===== config.mk =====
export PLATFORM = sky130hd
export DESIGN_NAME = mtt_cell
export DESIGN_NICKNAME = d
export VERILOG_FILES = /design/src/design/mtt_pkg.sv /design/src/design/mtt_ram.sv /design/src/design/mtt_cell.sv
export SDC_FILE = /design/constraint.sdc
export NUM_CORES = 2
export LEC_CHECK = 0
export BUFFER_PORTS_ARGS = -buffer_cell sky130_fd_sc_hd__buf_2
export CAP_MARGIN = 40
export CORE_MARGIN = 8
export CORE_UTILIZATION = 45
export DETAILED_ROUTE_END_ITERATION = 7
export GPL_TIMING_DRIVEN = 0
export PLACE_DENSITY_LB_ADDON = 0.2
export REMOVE_ABC_BUFFERS = 1
export SLEW_MARGIN = 20
export SYNTH_ARGS = -nofsm -noshare
export SYNTH_HDL_FRONTEND = slang
export SYNTH_HIERARCHICAL = 1
export SYNTH_SLANG_ARGS = --single-unit

===== constraint.sdc =====
create_clock -name clk -period 6.55 [get_ports clk]
set_input_delay 1.31 -clock clk [delete_from_list [all_inputs] [get_ports clk]]
set_output_delay 1.31 -clock clk [all_outputs]
set_load 0.03 [all_outputs]

===== src/design/mtt_pkg.sv =====
// Shared types, constants and arithmetic helpers for the transposed matrix multiply.
package mtt_pkg;

  localparam int MAX_ROWS_DEF  = 16;
  localparam int MAX_INNER_DEF = 64;
  localparam int COL_SPAN      = 64;

  localparam int VAL_W = 16;
  localparam int PROD_W = 32;
  localparam int ACC_W = 38;
  localparam int OUT_W = 32;
  localparam int FRAC_SHIFT = 12;

  localparam logic [4:0] ROWS_A_RST    = 5'd16;
  localparam logic [6:0] INNER_LEN_RST = 7'd64;

  typedef enum logic [0:0] {
    REG_ROWS_A    = 1'b0,
    REG_INNER_LEN = 1'b1
  } cfg_reg_t;

  // Per-cycle controls broadcast along the cell row.
  typedef struct packed {
    logic mul;
    logic acc;
    logic clear;
    logic load;
    logic shift;
  } mtt_ctl_t;

  localparam logic signed [ACC_W-1:0] SAT_MAX = 38'sh00_7FFF_FFFF;
  localparam logic signed [ACC_W-1:0] SAT_MIN = 38'sh3F_8000_0000;

  // Q.24 accumulator to Q.12: floor shift, then clamp to 32 bits.
  function automatic logic signed [OUT_W-1:0] scale_sat(input logic signed [ACC_W-1:0] acc);
    logic signed [ACC_W-1:0] s;
    s = acc >>> FRAC_SHIFT;
    if (s > SAT_MAX) begin
      scale_sat = SAT_MAX[OUT_W-1:0];
    end else if (s < SAT_MIN) begin
      scale_sat = SAT_MIN[OUT_W-1:0];
    end else begin
      scale_sat = s[OUT_W-1:0];
    end
  endfunction

endpackage


===== src/design/mtt_ram.sv =====
// Generic single-write, single-read RAM with registered read data.
module mtt_ram #(
  parameter int WIDTH = 16,
  parameter int DEPTH = 64
) (
  input  logic                                   clk,
  input  logic                                   wr_en,
  input  logic [((DEPTH > 1) ? $clog2(DEPTH) : 1)-1:0] wr_addr,
  input  logic [WIDTH-1:0]                       wr_data,
  input  logic                                   rd_en,
  input  logic [((DEPTH > 1) ? $clog2(DEPTH) : 1)-1:0] rd_addr,
  output logic [WIDTH-1:0]                       rd_data
);

  logic [WIDTH-1:0] mem_r [DEPTH];

  always_ff @(posedge clk) begin
    if (wr_en) begin
      mem_r[wr_addr] <= wr_data;
    end
    if (rd_en) begin
      rd_data <= mem_r[rd_addr];
    end
  end

endmodule


===== src/design/mtt_cell.sv =====
// One A-row cell: row store, multiply, accumulate, and a result shift stage.
module mtt_cell #(
  parameter int ACOLS = mtt_pkg::COL_SPAN
) (
  input  logic                                        clk,
  input  logic                                        rst_n,
  input  mtt_pkg::mtt_ctl_t                           ctl,
  input  logic                                        active,
  input  logic                                        wr_en,
  input  logic [((ACOLS > 1) ? $clog2(ACOLS) : 1)-1:0] wr_addr,
  input  logic signed [mtt_pkg::VAL_W-1:0]            wr_data,
  input  logic                                        rd_en,
  input  logic [((ACOLS > 1) ? $clog2(ACOLS) : 1)-1:0] rd_addr,
  input  logic signed [mtt_pkg::VAL_W-1:0]            b_value,
  input  logic signed [mtt_pkg::OUT_W-1:0]            shift_in,
  output logic signed [mtt_pkg::OUT_W-1:0]            res_out
);

  logic [mtt_pkg::VAL_W-1:0]         a_rd;
  logic signed [mtt_pkg::PROD_W-1:0] prod_r;
  logic signed [mtt_pkg::ACC_W-1:0]  acc_r;
  logic signed [mtt_pkg::ACC_W-1:0]  acc_base;
  logic signed [mtt_pkg::ACC_W-1:0]  prod_ext;
  logic signed [mtt_pkg::OUT_W-1:0]  res_r;

  mtt_ram #(
    .WIDTH (mtt_pkg::VAL_W),
    .DEPTH (ACOLS)
  ) u_row_mem (
    .clk     (clk),
    .wr_en   (wr_en),
    .wr_addr (wr_addr),
    .wr_data (wr_data),
    .rd_en   (rd_en),
    .rd_addr (rd_addr),
    .rd_data (a_rd)
  );

  assign acc_base = ctl.clear ? '0 : acc_r;
  assign prod_ext = {{(mtt_pkg::ACC_W - mtt_pkg::PROD_W){prod_r[mtt_pkg::PROD_W-1]}}, prod_r};

  always_ff @(posedge clk) begin
    if (ctl.mul) begin
      prod_r <= $signed(a_rd) * b_value;
    end
  end

  // Accumulator wraps at 38 bits; inactive rows are only cleared.
  always_ff @(posedge clk) begin
    if (!rst_n) begin
      acc_r <= '0;
    end else if (ctl.acc) begin
      acc_r <= active ? (acc_base + prod_ext) : acc_base;
    end else if (ctl.load && active) begin
      acc_r <= '0;
    end
  end

  always_ff @(posedge clk) begin
    if (ctl.load) begin
      res_r <= mtt_pkg::scale_sat(acc_r);
    end else if (ctl.shift) begin
      res_r <= shift_in;
    end
  end

  assign res_out = res_r;

endmodule


Yosys cells after proc, flatten, opt, wreduce, memory -nomap -nowiden
Memories as Yosys holds them, arrays and structs flattened. A register that Yosys moved wholly into a read port is not among the register bits.
Index checks and enable logic that the tools add are counted.
{"block": "classes", "reduce_logical": 3, "mux": 10, "eq_ne": 0, "n_shift": 0, "magnitude_cmp": 2, "n_div": 0, "mul": 1, "bitwise": 0, "addsub": 1}
{"operator": "38-bit two-way mux", "n": 4}
{"operator": "32-bit two-way mux", "n": 4}
{"operator": "38-bit by 32-bit adder with 38-bit output", "n": 1}
{"operator": "26-bit by 32-bit > comparator with 1-bit output (second input constant)", "n": 1}
{"operator": "26-bit by 32-bit less-than comparator with 1-bit output (second input constant)", "n": 1}
{"operator": "16-bit by 16-bit multiplier with 32-bit output", "n": 1}
{"operator": "2-bit nonzero test", "n": 2}
{"operator": "1-bit two-way mux", "n": 2}
{"operator": "1-bit logical AND", "n": 1}
{"block": "totals", "out_inout_bits": 32, "latch_bits": 0, "inputBits": 86, "mem_bits_rw": 1024, "romBits": 0, "elab_cells": 21, "n_memories": 1, "reg_bits": 102}
{"name": "u_row_mem.mem_r", "words": 64, "width": 16, "rd": 1, "rd_ports_with_merged_regs": 1, "write_ports": 1, "line_no": "mtt_ram.sv:15", "source": "logic [WIDTH-1:0] mem_r [DEPTH];"}

Depth between registers and ports, before layout
{"block": "logic_depth", "word_depth": 4, "ltp_mapped": 23, "depth_no_buf": 22}

Hierarchy
The synthesis kept the hierarchy.
{"mod": "mtt_ram", "cells_each": 1829, "n_inst": 1, "area_per_inst_um2": 40202.3, "seq_area_each_um2": 31230.0}
{"mod": "mtt_cell", "cells_each": 1679, "n_inst": 1, "area_per_inst_um2": 15914.0, "seq_area_each_um2": 2682.6}

Least setup slack after synthesis
OpenSTA, ideal clock, no wires.
{"block": "synth_path", "path_kind": "input port to flip-flop", "from": "in b_value[1] in the netlist's numbering", "to": "reg prod_r[29] in the netlist's numbering (data pin)", "t_arrival_ps": 6599, "cell_stages": 21, "slack_ps": -307, "cell_sequence": "clkbuf_1 -> nand2_1 -> inv_1 -> fa_1 -> fa_1 -> fa_1 -> fa_1 -> fa_1 -> inv_1 -> fa_1 -> inv_1 -> ha_1 -> a21o_1 -> a21o_1 -> a221oi_1 -> o31ai_2 -> a21oi_2 -> a21oi_1 -> o21a_1 -> nor2_1 -> xnor2_1"}
{"block": "synth_between", "elab_chain_len": 1}
{"item": "start: declaration", "line_no": "mtt_cell.sv:14", "source": "input logic signed [mtt_pkg::VAL_W-1:0] b_value,"}
{"item": "16-bit by 16-bit multiplier with 32-bit output", "line_no": "mtt_cell.sv:44", "source": "prod_r <= $signed(a_rd) * b_value;"}
{"item": "end signal: assignment", "line_no": "mtt_cell.sv:44"}
{"item": "end: declaration", "line_no": "mtt_cell.sv:20", "source": "logic signed [mtt_pkg::PROD_W-1:0] prod_r;"}
No other way between the ends.
A chain may end at the register's enable or synchronous reset.

Worst setup path in the final report
{"block": "layout_path", "from": "in b_value[4] in the netlist's numbering", "to": "reg prod_r[19] in the netlist's numbering (data pin)"}
Same word-level chain as after synthesis.

==> metrics.cfg <==
[timing]
setup_viol = 0
setup_tns_ps = 0
finalCriticalPeriod_ps = 6360
max_slew.worst_pin.slew_ps = 927
rsz0062_at_grt = no
clock_skew_ps = 60.0
drv_slew = 0
hold_viol_final = 0
timing.final.ws_setup_ps = 188
timing.final.crit_share = 0.971
hold_ws_ps = 461
fmaxAchievable_ghz = 0.157
relSlewSlack = 0.379

[grt]
grt_pass1_vias = 31600
grt_max_degree = 87
grt-ovfl-total = 0
antenna_found_initial = 7
grt_pass1_wl_microns = 199000
grt_usage = 0.193

[cells_and_area]
fin_area_sq_um = 63500
fillCellCount = 10200
multi_input_area_sq_um = 20400
final_cell_mix = edfxtp_1 (1,104), inv_1 (302), fa_1 (259)
drive_gt1_frac = 0.211
final_common_cell = edfxtp_1
syn2layout_area_growth_pct = 13.2
regArea_sq_um = 33900
final_nets = 4170

[synthesis]
synth_top_area_frac = 0.591
synth_area_per_cell_sq_um = 16.0
synth_seq_area_share = 0.604
ys_seq_elements = 1142
synth_top_area_cell = edfxtp_1
synthCells = 3508
syn_area_sq_um = 56100
async_flop_share = 0
synth_edf_count = 1104
yosysWarnings = 6
synth.area.top_cells = edfxtp_1 (59%), fa_1 (9.4%), mux4_2 (8.8%)
synth_flop_cell = edfxtp_1
netlist-cell-type-count = 87

[detailed_routing]
vias = 30000
final_antenna_net_count = 0
drt_wl_total_microns = 131000
avgViaCountPerCell = 5.52
post_drt_wl_per_cell_microns = 24.1
drt_iter0_markers = 2268
drc = 0
first_pass_iters = 5

[power_and_ir_drop]
p_leak_nw = 22.8
irDropWorstVdd_v = 0.000984
p_per_area_nw_per_um2 = 501

[setup_path]
worst-path-buf-inv = 5
path_class = input port to flip-flop
arrival_ps = 6770
critPathLaunchType = input port
path_delay_family = adder cells
rrSetupSlack_ps = 280
cpMostUsedCell = fa_1
startpoint = b_value[4]
max_stage_delay_ps = 540
rr_endpoint = prod_r[29]
reg2reg_depth = 21
path_depth = 22
worstPathMaxFanout = 16
crit_chain = buf_4 > and2_1 > fa_1 > inv_1 > fa_1 > fa_1 > inv_1 > fa_1 > fa_1 > inv_1 > fa_1 > inv_1 > ha_1 > a211oi_1 > o21ai_0 > a21oi_2 > nor2_1 > o21a_1 > nor2_1 > or2_2 > a31oi_1 > xor2_1
rr_startpoint = u_row_mem/rd_data[14]
cp_slowest_cell = fa_1
cp_data_required_time_ps = 6960
endpoint = prod_r[19]
end_kind = flip-flop

[die]
die_y_microns = 369
fp.dieW_microns = 369
start_util = 0.453
die-area_sq_um = 136000
pin_count = 118
core_sq_um = 124000
rows = 129

[placement]
dp_slack_ps = -1060
hpwlAfterDp_microns = 88500
gp_congestion = 0.816
io_buffers = 117
place_area_sq_um = 59300

[clock_tree]
cts.htree.levels = 3
clkLatencyLatePin_ps = 730
numCtsBuffers = 116
cts_tree = built
cts_root_buf = clkbuf_16
clock_path_buffers = 3
cts_sinks = 1142
cts.reportedPaths.clkPinSlew_ps = 60
cts_hold_buf = 0

[job]
maxCapViolations = 0

[worst_hold_path]
whs_path_depth = 2
hold_path_class = flip-flop to flip-flop

[run_status]
status = finished, final reports clean

## metrics by stage
step,power [W],utilization,std cells
floorplan,0.0204,-,3342
global placement,0.0248,0.467,5096
detailed placement,0.0247,0.479,5185
CTS,0.0318,0.510,5409
global route,0.0344,0.513,5434
finish,0.0318,0.513,5436
## where the power goes
part / internal [W] / switching [W]
Combinational: 0.00718 / 0.00931
Sequential: 0.00897 / 0.000131
Clock: 0.00352 / 0.00274
Total: 0.0197 / 0.0122
## Yosys cell counts (9+ instances only)
master and number:
a211o_1 11, a211oi_1 15, a21o_1 32, a21oi_1 74
a221oi_1 19, a22oi_1 52, a311oi_1 9, a31oi_1 18
and2_1 141, buf_2 41, buf_4 14, buf_6 18
clkbuf_1 76, dfxtp_1 38, edfxtp_1 1104, fa_1 263
ha_1 119, inv_1 305, mux2_2 54, mux2i_1 91
mux4_2 220, nand2_1 229, nand2b_1 14, nand3_1 45
nand4_1 18, nor2_1 123, nor2b_1 87, o21ai_0 59
o21ai_1 17, xnor2_1 44, xor2_1 21
## flip-flops by register name, indices dropped and copies added (netlist names)
name               cells
u_row_mem/mem_r     1024
acc_r                 38
prod_r                32
res_out               32
u_row_mem/rd_data     16
## tightest hold or removal path: stages (launching register included)
cell     delay [ps]
dfxtp_1         310
nand2_1          50
o21ai_1          50
## what timing repair did
item | CTS | global route
setup endpoints to repair | 6 | 11
gates resized for setup | 18 | 40
buffers inserted | 11 | 21
pin swaps | 6 | 18
## logic make-up after synthesis
group	synth area share
muxes	0.117
and+or+nand+nor	0.0622
adders and majority gates	0.120
DFF	0.604
AOI/OAI and AO/OA	0.0478
xor gates and xnor gates	0.0101
buffers and inverters	0.0380
## worst min-delay path by stage
stage / endpoint / from
5_1_grt: acc_r[22] / acc_r[22]
3_5_place_dp: acc_r[22] / acc_r[22]
3_3_place_gp: acc_r[22] / acc_r[22]
2_1_floorplan: acc_r[26] / acc_r[26]
6_report: acc_r[15] / acc_r[15]
4_1_cts: acc_r[15] / acc_r[15]
## final cells by class
class	instances	share of cell area
Timing Repair Buffer	242	0.0379
Sequential cell	1142	0.534
Clock inverter	68	0.00934
Tap cell	1637	0.0322
Multi-Input combinational cell	1894	0.321
Inverter	306	0.0181
Clock buffer	145	0.0477
Antenna cell	2	0.0000788
## layer usage
metal	routed length (microns)	part of all wire	global-route usage	vias to the layer above
met2	66500	0.51	0.334	686
met3	5530	0.042	0.0265	186
met5	21	0.00016	0	-
li1	-	-	-	13400
met1	54400	0.42	0.251	15700
met4	4370	0.033	0.0638	4
Power figures use the tool's default switching activity.
